<file path="src/hw/rtl/qse_pkg.sv">
`timescale 1ns / 1ps
package qse_pkg;

    localparam int QSE_DEPTH   = 64;
    localparam int QSE_VALUE_W = 32;

    typedef enum logic [4:0] {
        S_LOAD,
        S_INIT,
        S_POP,
        S_POP_WAIT,
        S_PIV,
        S_SCAN_RD,
        S_SCAN_CMP,
        S_SWAP_W1,
        S_SWAP_W2,
        S_FIN_RD,
        S_FIN_W1,
        S_FIN_W2,
        S_PUSH_HI,
        S_PUSH_LO,
        S_OUT_RD,
        S_OUT_LOAD,
        S_OUT_WAIT
    } t_state;

endpackage

</file>
<file path="src/hw/rtl/qse_if.sv">
`timescale 1ns / 1ps
interface qse_in_if;
    import qse_pkg::*;

    logic                           valid;
    logic                           ready;
    logic signed [QSE_VALUE_W-1:0]  in_value;
    logic                           in_last;

    modport source (output valid, output in_value, output in_last, input ready);
    modport sink   (input valid, input in_value, input in_last, output ready);
endinterface

interface qse_out_if;
    import qse_pkg::*;

    logic                           valid;
    logic                           ready;
    logic signed [QSE_VALUE_W-1:0]  out_value;
    logic                           out_last;
    logic                           out_overflow;

    modport source (output valid, output out_value, output out_last, output out_overflow,
                    input ready);
    modport sink   (input valid, input out_value, input out_last, input out_overflow,
                    output ready);
endinterface

</file>
<file path="src/hw/rtl/quicksort_sort_engine.sv">
`timescale 1ns / 1ps
// Sort engine: collects signed 32-bit values and returns them in ascending order.
// i_item (valid/ready sink) takes one value per cycle while the engine is loading;
// the item with in_last set closes the set. Up to DEPTH values are kept; further
// values are dropped and every result of that set carries out_overflow.
// After the closing item the engine sorts in place with Lomuto quicksort, using
// a range stack held in a second memory. ready stays low from the closing item
// until the final result has been taken.
// o_result (valid/ready source) then returns each value from a registered stage,
// out_last set on the greatest one. The set count and overflow flag then clear.
// Each partition step reads and compares every scanned entry, writes both entries of
// each swap, and ends each range by placing the pivot and pushing its subranges;
// each result is read from the element memory, which has a single read port.
// Presorted or all-equal sets are the worst case for this choice of pivot.
// A stalled receiver holds the current result and freezes the engine.
// Reset (i_rst_n low, synchronous) returns to loading with an empty set; the
// memories need no clearing since only entries written in the current set are read.
module quicksort_sort_engine #(
    parameter int DEPTH = qse_pkg::QSE_DEPTH
) (
    input  logic       i_clk,
    input  logic       i_rst_n,
    qse_in_if.sink     i_item,
    qse_out_if.source  o_result
);
    import qse_pkg::*;

    localparam int IDX_W = $clog2(DEPTH);
    localparam int CNT_W = $clog2(DEPTH + 1);
    localparam int SA_W  = $clog2(DEPTH + 1);
    localparam int TOP_W = $clog2(DEPTH + 2);
    localparam int SK_W  = 2 * IDX_W;

    t_state r_state, n_state;

    logic signed [QSE_VALUE_W-1:0] r_store [DEPTH];
    logic signed [QSE_VALUE_W-1:0] r_rd_value;
    logic [SK_W-1:0]               r_stack [DEPTH + 1];
    logic [SK_W-1:0]               r_stk_rd;

    logic [CNT_W-1:0]              r_count;
    logic                          r_dropped;
    logic [TOP_W-1:0]              r_top;
    logic [IDX_W-1:0]              r_lo, r_hi, r_j, r_place, r_k;
    logic signed [QSE_VALUE_W-1:0] r_pivot, r_aj;

    logic                          r_out_valid;
    logic signed [QSE_VALUE_W-1:0] r_out_value;
    logic                          r_out_last;
    logic                          r_out_ovf;

    logic                          st_we;
    logic [IDX_W-1:0]              st_waddr, st_raddr;
    logic signed [QSE_VALUE_W-1:0] st_wdata;
    logic                          sk_we;
    logic [SA_W-1:0]               sk_waddr, sk_raddr;
    logic [SK_W-1:0]               sk_wdata;

    logic                          accept;
    logic                          store_full;
    logic [IDX_W-1:0]              pop_lo, pop_hi;
    logic                          scan_end;
    logic                          stk_room;
    logic                          push_hi_ok, push_lo_ok;
    logic                          out_end;

    assign accept     = i_item.valid && i_item.ready;
    assign store_full = (r_count == CNT_W'(DEPTH));
    assign pop_lo     = r_stk_rd[SK_W-1:IDX_W];
    assign pop_hi     = r_stk_rd[IDX_W-1:0];
    assign scan_end   = (CNT_W'(r_j) + 1'b1 == CNT_W'(r_hi));
    assign stk_room   = (r_top < TOP_W'(DEPTH + 1));
    assign push_hi_ok = (CNT_W'(r_place) + 1'b1 < CNT_W'(r_hi)) && stk_room;
    assign push_lo_ok = (CNT_W'(r_place) > CNT_W'(r_lo) + 1'b1) && stk_room;
    assign out_end    = (CNT_W'(r_k) + 1'b1 == r_count);

    always_comb begin
        n_state = r_state;
        unique case (r_state)
            S_LOAD: begin
                if (accept && i_item.in_last) begin
                    if (r_count == '0) begin
                        n_state = S_OUT_RD;
                    end else begin
                        n_state = S_INIT;
                    end
                end
            end
            S_INIT:     n_state = S_POP;
            S_POP: begin
                if (r_top == '0) begin
                    n_state = S_OUT_RD;
                end else begin
                    n_state = S_POP_WAIT;
                end
            end
            S_POP_WAIT: begin
                if (pop_lo >= pop_hi) begin
                    n_state = S_POP;
                end else begin
                    n_state = S_PIV;
                end
            end
            S_PIV:      n_state = S_SCAN_CMP;
            S_SCAN_RD:  n_state = S_SCAN_CMP;
            S_SCAN_CMP: begin
                if (r_rd_value <= r_pivot) begin
                    n_state = S_SWAP_W1;
                end else if (scan_end) begin
                    n_state = S_FIN_RD;
                end else begin
                    n_state = S_SCAN_RD;
                end
            end
            S_SWAP_W1:  n_state = S_SWAP_W2;
            S_SWAP_W2: begin
                if (scan_end) begin
                    n_state = S_FIN_RD;
                end else begin
                    n_state = S_SCAN_RD;
                end
            end
            S_FIN_RD:   n_state = S_FIN_W1;
            S_FIN_W1:   n_state = S_FIN_W2;
            S_FIN_W2:   n_state = S_PUSH_HI;
            S_PUSH_HI:  n_state = S_PUSH_LO;
            S_PUSH_LO:  n_state = S_POP;
            S_OUT_RD:   n_state = S_OUT_LOAD;
            S_OUT_LOAD: n_state = S_OUT_WAIT;
            S_OUT_WAIT: begin
                if (o_result.ready) begin
                    if (r_out_last) begin
                        n_state = S_LOAD;
                    end else begin
                        n_state = S_OUT_RD;
                    end
                end
            end
            default:    n_state = S_LOAD;
        endcase
    end

    always_comb begin
        i_item.ready = 1'b0;
        st_we        = 1'b0;
        st_waddr     = r_j;
        st_wdata     = r_rd_value;
        st_raddr     = r_j;
        sk_we        = 1'b0;
        sk_waddr     = SA_W'(r_top);
        sk_wdata     = {r_lo, r_hi};
        sk_raddr     = SA_W'(r_top - 1'b1);
        unique case (r_state)
            S_LOAD: begin
                i_item.ready = 1'b1;
                st_we        = i_item.valid && !store_full;
                st_waddr     = IDX_W'(r_count);
                st_wdata     = i_item.in_value;
            end
            S_INIT: begin
                sk_we    = 1'b1;
                sk_waddr = '0;
                sk_wdata = {IDX_W'(0), IDX_W'(r_count - 1'b1)};
            end
            S_POP_WAIT: st_raddr = pop_hi;
            S_PIV:      st_raddr = r_lo;
            S_SCAN_RD:  st_raddr = r_j;
            S_SCAN_CMP: st_raddr = r_place;
            S_SWAP_W1: begin
                st_we    = 1'b1;
                st_waddr = r_j;
                st_wdata = r_rd_value;
            end
            S_SWAP_W2: begin
                st_we    = 1'b1;
                st_waddr = r_place;
                st_wdata = r_aj;
            end
            S_FIN_RD:   st_raddr = r_place;
            S_FIN_W1: begin
                st_we    = 1'b1;
                st_waddr = r_hi;
                st_wdata = r_rd_value;
            end
            S_FIN_W2: begin
                st_we    = 1'b1;
                st_waddr = r_place;
                st_wdata = r_pivot;
            end
            S_PUSH_HI: begin
                sk_we    = push_hi_ok;
                sk_wdata = {r_place + 1'b1, r_hi};
            end
            S_PUSH_LO: begin
                sk_we    = push_lo_ok;
                sk_wdata = {r_lo, r_place - 1'b1};
            end
            S_OUT_RD:   st_raddr = r_k;
            default: begin
            end
        endcase
    end

    always_ff @(posedge i_clk) begin
        if (st_we) begin
            r_store[st_waddr] <= st_wdata;
        end
        r_rd_value <= r_store[st_raddr];
        if (sk_we) begin
            r_stack[sk_waddr] <= sk_wdata;
        end
        r_stk_rd <= r_stack[sk_raddr];
    end

    always_ff @(posedge i_clk) begin
        if (!i_rst_n) begin
            r_state     <= S_LOAD;
            r_count     <= '0;
            r_dropped   <= 1'b0;
            r_top       <= '0;
            r_out_valid <= 1'b0;
        end else begin
            r_state <= n_state;
            unique case (r_state)
                S_LOAD: begin
                    if (accept) begin
                        if (store_full) begin
                            r_dropped <= 1'b1;
                        end else begin
                            r_count <= r_count + 1'b1;
                        end
                    end
                    r_k <= '0;
                end
                S_INIT:     r_top <= TOP_W'(1);
                S_POP: begin
                    if (r_top != '0) begin
                        r_top <= r_top - 1'b1;
                    end
                    r_k <= '0;
                end
                S_POP_WAIT: begin
                    r_lo <= pop_lo;
                    r_hi <= pop_hi;
                end
                S_PIV: begin
                    r_pivot <= r_rd_value;
                    r_place <= r_lo;
                    r_j     <= r_lo;
                end
                S_SCAN_CMP: begin
                    if (r_rd_value <= r_pivot) begin
                        r_aj <= r_rd_value;
                    end else begin
                        r_j <= r_j + 1'b1;
                    end
                end
                S_SWAP_W2: begin
                    r_place <= r_place + 1'b1;
                    r_j     <= r_j + 1'b1;
                end
                S_PUSH_HI: begin
                    if (push_hi_ok) begin
                        r_top <= r_top + 1'b1;
                    end
                end
                S_PUSH_LO: begin
                    if (push_lo_ok) begin
                        r_top <= r_top + 1'b1;
                    end
                end
                S_OUT_LOAD: begin
                    r_out_valid <= 1'b1;
                    r_out_value <= r_rd_value;
                    r_out_last  <= out_end;
                    r_out_ovf   <= r_dropped;
                end
                S_OUT_WAIT: begin
                    if (o_result.ready) begin
                        r_out_valid <= 1'b0;
                        if (r_out_last) begin
                            r_count   <= '0;
                            r_dropped <= 1'b0;
                        end else begin
                            r_k <= r_k + 1'b1;
                        end
                    end
                end
                default: begin
                end
            endcase
        end
    end

    assign o_result.valid        = r_out_valid;
    assign o_result.out_value    = r_out_value;
    assign o_result.out_last     = r_out_last;
    assign o_result.out_overflow = r_out_ovf;

endmodule

</file>
<file path="src/flat_wrapper.sv">
// flat-port wrapper written by rule: the top's interface ports become plain ports
module quicksort_sort_engine_flat import qse_pkg::*;
#(
    parameter int DEPTH = qse_pkg::QSE_DEPTH
)
  (i_clk, i_rst_n, i_item_valid, i_item_in_value, i_item_in_last, i_item_ready, o_result_valid, o_result_out_value, o_result_out_last, o_result_out_overflow, o_result_ready);
  qse_in_if i_item_i ();
  qse_out_if o_result_i ();
  input  logic i_clk;
  input  logic i_rst_n;
  input wire logic [$bits(i_item_i.valid)-1:0] i_item_valid;
  input wire logic [$bits(i_item_i.in_value)-1:0] i_item_in_value;
  input wire logic [$bits(i_item_i.in_last)-1:0] i_item_in_last;
  output wire logic [$bits(i_item_i.ready)-1:0] i_item_ready;
  output wire logic [$bits(o_result_i.valid)-1:0] o_result_valid;
  output wire logic [$bits(o_result_i.out_value)-1:0] o_result_out_value;
  output wire logic [$bits(o_result_i.out_last)-1:0] o_result_out_last;
  output wire logic [$bits(o_result_i.out_overflow)-1:0] o_result_out_overflow;
  input wire logic [$bits(o_result_i.ready)-1:0] o_result_ready;
  assign i_item_i.valid = i_item_valid;
  assign i_item_i.in_value = i_item_in_value;
  assign i_item_i.in_last = i_item_in_last;
  assign i_item_ready = i_item_i.ready;
  assign o_result_valid = o_result_i.valid;
  assign o_result_out_value = o_result_i.out_value;
  assign o_result_out_last = o_result_i.out_last;
  assign o_result_out_overflow = o_result_i.out_overflow;
  assign o_result_i.ready = o_result_ready;
  quicksort_sort_engine #(.DEPTH(DEPTH)) u_core (.i_clk(i_clk), .i_rst_n(i_rst_n), .i_item(i_item_i), .o_result(o_result_i));
endmodule
</file>
<file path="config.mk">
export PLATFORM = sky130hd
export DESIGN_NAME = quicksort_sort_engine_flat
export DESIGN_NICKNAME = d
export VERILOG_FILES = /design/src/hw/rtl/qse_pkg.sv /design/src/hw/rtl/qse_if.sv /design/src/hw/rtl/quicksort_sort_engine.sv /design/src/flat_wrapper.sv
export SDC_FILE = /design/constraint.sdc
export NUM_CORES = 2
export LEC_CHECK = 0
export BUFFER_PORTS_ARGS = -buffer_cell sky130_fd_sc_hd__clkbuf_2
export CELL_PAD_IN_SITES_DETAIL_PLACEMENT = 0
export CELL_PAD_IN_SITES_GLOBAL_PLACEMENT = 1
export CORE_MARGIN = 2
export CORE_UTILIZATION = 42
export DETAILED_ROUTE_END_ITERATION = 6
export GPL_ROUTABILITY_DRIVEN = 0
export PLACE_DENSITY = 0.66
export SYNTH_ARGS = -nofsm -noshare
export SYNTH_HDL_FRONTEND = slang
export SYNTH_SLANG_ARGS = --single-unit
</file>
<file path="constraint.sdc">
create_clock -name i_clk -period 9.5 [get_ports i_clk]
set_input_delay 1.9 -clock i_clk [delete_from_list [all_inputs] [get_ports i_clk]]
set_output_delay 1.9 -clock i_clk [all_outputs]
set_load 0.02 [all_outputs]
</file>
# Word level (Yosys, flattened, before mapping)

Memories as Yosys holds them, arrays and structs flattened. A register that Yosys moved wholly into a read port is not among the register bits.
Index checks and enable logic that the tools add are counted.
Widths: inputs -> output; s select.

Magnitude comparators: 5
Multiplexer cells: 43
Add/sub/neg operators: 12
Equal/unequal tests: 30
Reduce and logical (&&, ||, !) cells: 34

Operators with widths:

| operator            | number |
|---|---|
| $pmux 32 s3         | 1 |
| $pmux 5 s15         | 1 |
| $mux 7              | 8 |
| $eq 5x4->1 const B  | 8 |
| $pmux 12 s3         | 1 |
| $pmux 6 s3          | 2 |
| $le 32x32->1        | 1 |
| $add 6x1->7 const B | 4 |
| $pmux 7 s4          | 1 |
| $pmux 6 s2          | 2 |
| $pmux 6 s4          | 1 |
| $eq 5x3->1 const B  | 4 |
| $add 6x1->6 const B | 3 |
| $mux 6              | 3 |
| $mux 4              | 4 |
| $mux 5              | 3 |
| $add 7x1->7 const B | 2 |
| $logic_not 7->1     | 2 |
| $ne 2x1->1 const B  | 7 |
| $pmux 7 s2          | 1 |
| $reduce_and 2->1    | 6 |
| $sub 6x1->6 const B | 2 |
| $eq 5x2->1 const B  | 2 |
| $mux 1              | 10 |
| other kinds (26)    | 45 |

Logic and storage cells: 141
Memories kept: 2
Bits in registers: 149
Bits in writable memories: 2828
Input bits: 37
Output and inout bits: 36

Memory list:

| name           | words | width | read ports | clocked after Yosys merged registers in | wr ports | line                        | text |
|---|---|---|---|---|---|---|---|
| u_core.r_store | 64    | 32    | 1          | 1                                       | 1        | quicksort_sort_engine.sv:36 | `logic signed [QSE_VALUE_W-1:0] r_store [DEPTH];` |
| u_core.r_stack | 65    | 12    | 1          | 1                                       | 1        | quicksort_sort_engine.sv:38 | `logic [SK_W-1:0] r_stack [DEPTH + 1];` |

# Logic depth before layout (Yosys ltp)

Depth after elaboration: 6
Depth in mapped cells: 16
Mapped depth without buffers: 12

# Least setup slack after synthesis

Ideal clock, no wire load.

Path kind: register to register
Start: register u_core.r_state[2]
End: memory u_core.r_stack[0][5] in the netlist's numbering (data pin)
Path slack: 4.139 ns
Setup time: 0.709 ns
Arrival: 4.652 ns
Stages on the path, launching flop included: 10
Path buffers: 2
Cells stage by stage: dfxtp_1 > clkbuf_1 > nor2b_1 > and3_1 > clkbuf_1 > mux2i_1 > and4_1 > o21a_1 > xnor2_1 > o21ai_0

Word-level cells in the longest chain between the ends: 2
Elaborated cells on any way between the ends: 4
Classes of those cells: 3 x eq/ne; 1 x mux

Ends and longest elaborated chain:

| element                                         | line                         | text |
|---|---|---|
| start: declaration                              | quicksort_sort_engine.sv:34  | `t_state r_state, n_state;` |
| start signal: assignment                        | quicksort_sort_engine.sv:223 | `r_state <= n_state;` |
| $eq 5x4->1 / $eq 5x1->1 (equally long branches) | quicksort_sort_engine.sv:153 | `unique case (r_state)` |
| $pmux 12 s3 (*)                                 | quicksort_sort_engine.sv:153 |  |
| named net u_core.sk_wdata[5]                    | quicksort_sort_engine.sv:57  | `logic [SK_W-1:0] sk_wdata;` |
| end: declaration                                | quicksort_sort_engine.sv:38  |  |

Mark *: on every way through the listed nets, which the timed path passes. The rest lies on a longest branch.

# Final worst setup path

Start: register u_core.r_state[0]
End: register u_core.r_rd_value[17] (read register of u_core.r_store)

Word-level cells in the longest chain between the ends: 3
Elaborated cells on any way between the ends: 7
Classes of those cells: 5 x eq/ne; 1 x mux; 1 x reduce/logical

Ends and longest elaborated chain:

| element                                         | line                         | text |
|---|---|---|
| $eq 5x4->1 / $eq 5x3->1 (equally long branches) | quicksort_sort_engine.sv:153 |  |
| $reduce_or 2->1 (no source line)                | -                            |  |
| $pmux 6 s4 (*)                                  | quicksort_sort_engine.sv:153 |  |
| end: declaration                                | quicksort_sort_engine.sv:37  | `logic signed [QSE_VALUE_W-1:0] r_rd_value;` |

Mark *: on every way between the ends. The rest lies on a longest branch, timed or not.
A chain may end at the register's enable or synchronous reset.

==> results.md <==
* CTS tree: yes
* Root buffer cell: clkbuf_16
* Tightest Pin Transition at 1.615 ns
* Setup Viol. Count Final at 0
* Post-cts resize count at 0
* Syn Nets at 7904
* Largest family of logic cells by synthesized area: simple AND/OR/NAND/NOR gates
* Slowest-stage cell, CP: o32ai_1
* Failing checks: DRC, capacitance limit, slew limit
* Synthesized area per cell at 15.48 sq um
* Clock Tree Buf Depth at 4
* Yosys warns at 0
* Final TNS setup at 0 ns
* Hold path depth at 0
* Initial antenna violation count at 43
* Worst min path class: flip-flop to flip-flop
* Layout area overhead at 13.69%
* Via count at 73.57k
* Pre-CTS setup slack at 3.354 ns
* DRC viols at 2
* Post-synth ARST share at 0%
* Initial cell density of the core at 42.11%
* Post-DP HPWL at 224800 um
* Ratio of cells with drive above 1 in the final layout at 15.08%
* CP bufs+invs at 2
* Rows at 197
* Tcrit/Tclk final at 66.39%
* First-pass GRT wire length at 546900 um
* Post-synthesis mux area share at 7.513%
* Number of port buffers at 72
* CTS Buf Count at 321
* Setup slack after layout at 3.193 ns
* Critical Path Fanout Max at 26
* Gr ovfl total at 0
* Synth Area in XOR/XNOR at 0.3187%
* Drt pass-1 iters at 7
* Crit start category: flip-flop
* Lkg Pwr at 45.16 nW
* Sequential fraction of the synthesis area at 74.48%
* Crit path depth at 11
* Largest net degree at the start of global routing at 121
* Hold Buf Count CTS at 0
* Clk Latency, worst-skew pair at 0.95 ns
* Final wirelength at 394800 um
* Hold slack at 0.4614 ns
* Number of synthesized flops with an enable pin at 2956
* Status: finished with violations
* Post-synth cell types at 77
* Cell Pwr Density at 395.6 nW/um^2
* Max-cap viol count at 1
* Post-route cell area at 137500 sq um
* Setup Fix Bufs, Post-CTS at 0
* Maximum vdd drop at 0.4700 mV
* Htree depth at 5
* Routed WL per cell at 32.81 um
* Vias in the first global route at 69.29k
* CP Data Arrival Time at 7.12 ns
* Die Span Y at 540.6 um
* Top FF cell, synth: edfxtp_1
* Tmin final at 6.307 ns
* Final ANT Viol Nets at 0
* Max_slew headroom at -8.560%
* Final core occ at 47.87%
* Clock slew at reported path FFs at 0.07 ns
* Largest delay share family, worst path: compound AO/OA/AOI/OAI gates
* IO Count at 73
* RSZ-0062 raised after global routing: false
* Req. time, crit path at 10.31 ns
* Die outline area at 292200 sq um
* Nets@finish at 8074
* Starting DRC count in detailed routing at 10.22k
* Die width at 540.6 um
* R2R cell count at 11
* Final clock skew at 0.08716 ns
* Core ar. at 287200 sq um
* Synthesized instance count at 7809
* Count of pins over their slew limit at 2
* Crit. End Element: flip-flop
* Simple-gate share of the synthesized area at 8.412%
* Crit-path max cell delay at 1.20 ns
* Synthesized area at 120900 sq um
* Compound-gate portion of the synthesized area at 6.363%
* Post-Synth Adder-Cell Area at 0.6001%
* Via density at 6.114
* Hold Vio Cnt, Final at 0
* Setup CP Type: flip-flop to flip-flop
* # clock sinks at 3021
* Placed Instance Area at 127300 sq um
* Fmax at 0.1586 GHz
* Crit-path cells: and4bb_2 -> o41ai_4 -> a2111oi_1 -> and2_4 -> buf_4 -> buf_4 -> o21ai_0 -> a31oi_1 -> a211oi_1 -> o32ai_1 -> o211a_1
* GRT Total Usage at 26.36%
* Synthesized flop and latch total at 3021
* Most used cell, CP: buf_4
## logic make-up after synthesis
kind of cell,after synthesis
AND/OR/NAND/NOR,2410
XOR/XNOR,44
multiplexers,589
AO/OA/AOI/OAI,1055
buffers and inverters,632
flip-flops,3021
adder cells (fa/ha/maj),58
## report_power, final
group | total (mW) | internal [mW] | switching [mW]
combinational | 22.1 | 5.37 | 16.7
sequential | 20.1 | 19.4 | 0.691
clock | 12.2 | 6.99 | 5.25
## layer usage
| metal | track usage, % | routed length [um] | up-vias |
|---|---|---|---|
| met4 | 11.10 | 18420 | 18 |
| li1 | - | - | 30664 |
| met3 | 4.870 | 36220 | 727 |
| met5 | 0 | 132 | - |
| met1 | 36.12 | 157100 | 38327 |
| met2 | 41.37 | 182900 | 3832 |
## cells in the mapped netlist (all sizes together), types with 8 or more instances
master,n,share of area [%]
xor2,21,0.15
ha,58,0.60
o21ai,68,0.28
a221oi,21,0.16
a211oi,173,1.1
nand4,38,0.20
o211a,19,0.16
a22oi,10,0.062
buf,229,1.1
nand2,1447,4.5
mux2i,308,2.5
mux4,252,4.7
a32oi,43,0.31
a21o,17,0.11
nor2b,18,0.093
mux2,29,0.27
nor2,239,0.74
o221ai,58,0.42
o22ai,45,0.23
a2111oi,63,0.46
nand2b,15,0.078
edfxtp,2956,73
inv,136,0.42
a41oi,12,0.087
o21a,15,0.093
a21oi,209,0.87
clkbuf,265,0.82
o22a,8,0.058
nor3,50,0.21
xnor2,23,0.17
a31oi,86,0.44
a311oi,74,0.54
and3,25,0.13
a22o,8,0.058
nand3,543,2.2
o211ai,23,0.14
o32ai,14,0.10
dfxtp,65,1.1
a222oi,32,0.26
o31ai,14,0.087
## layout make-up
class	instances	area, sq um
timing repair buffer	341	2615
sequential	3021	90070
tap	3781	4731
fill	24146	149700
antenna	19	47.55
multi-input combinational	4156	29350
clock buffer	409	8638
clock inverter	167	1504
inverter	138	518.0
## placed cells by master, fill, tap and decap left out, types with 59 or more instances in the layout
master | Yosys | routed
edfxtp_1 | 2956 | 2956
nor2_4 | 0 | 71
clkbuf_1 | 265 | 65
mux4_2 | 252 | 252
a311oi_1 | 74 | 74
clkinv_1 | 2 | 76
a2111oi_0 | 62 | 59
mux2i_1 | 308 | 308
a21oi_1 | 209 | 181
clkbuf_2 | 0 | 72
a31oi_1 | 86 | 86
dfxtp_1 | 65 | 64
a211oi_1 | 171 | 168
nand3_1 | 543 | 543
clkbuf_16 | 0 | 325
buf_4 | 49 | 245
nand2_1 | 1447 | 1432
nor2_1 | 239 | 157
inv_1 | 136 | 135
## metrics by stage
| step | instances | total power [mW] |
|---|---|---|
| 4_1_cts | 12013 | 54.24 |
| 3_5_place_dp | 11437 | 42.09 |
| 2_1_floorplan | 7809 | 31.53 |
| 5_1_grt | 12016 | 55.86 |
| 6_report | 12032 | 54.38 |
| 3_3_place_gp | 11429 | 41.70 |
## state kept, by name (all words and copies together), names as in the netlist
register,count
u_core.r_stack,780
u_core.r_k,6
u_core.o_result.out_last,1
u_core.r_j,6
u_core.r_place,6
u_core.r_state,5
u_core.r_hi,6
u_core.r_store,2048
u_core.r_pivot,32
u_core.r_top,7
u_core.o_result.out_value,32
u_core.r_dropped,1
u_core.o_result.valid,1
u_core.r_aj,32
u_core.r_stk_rd,12
u_core.o_result.out_overflow,1
u_core.r_count,7
u_core.r_rd_value,32
u_core.r_lo,6
## worst paths after layout
check                                         start                     to  slack, ns
worst max-delay path              u_core.r_state[0]  u_core.r_rd_value[17]       3.19
worst min-delay path            u_core.r_stk_rd[11]         u_core.r_lo[5]       0.46
worst max register to register    u_core.r_state[0]  u_core.r_rd_value[17]       3.19
worst min register to register  u_core.r_stk_rd[11]         u_core.r_lo[5]       0.46
No activity file was read; power rests on OpenSTA's default activity.
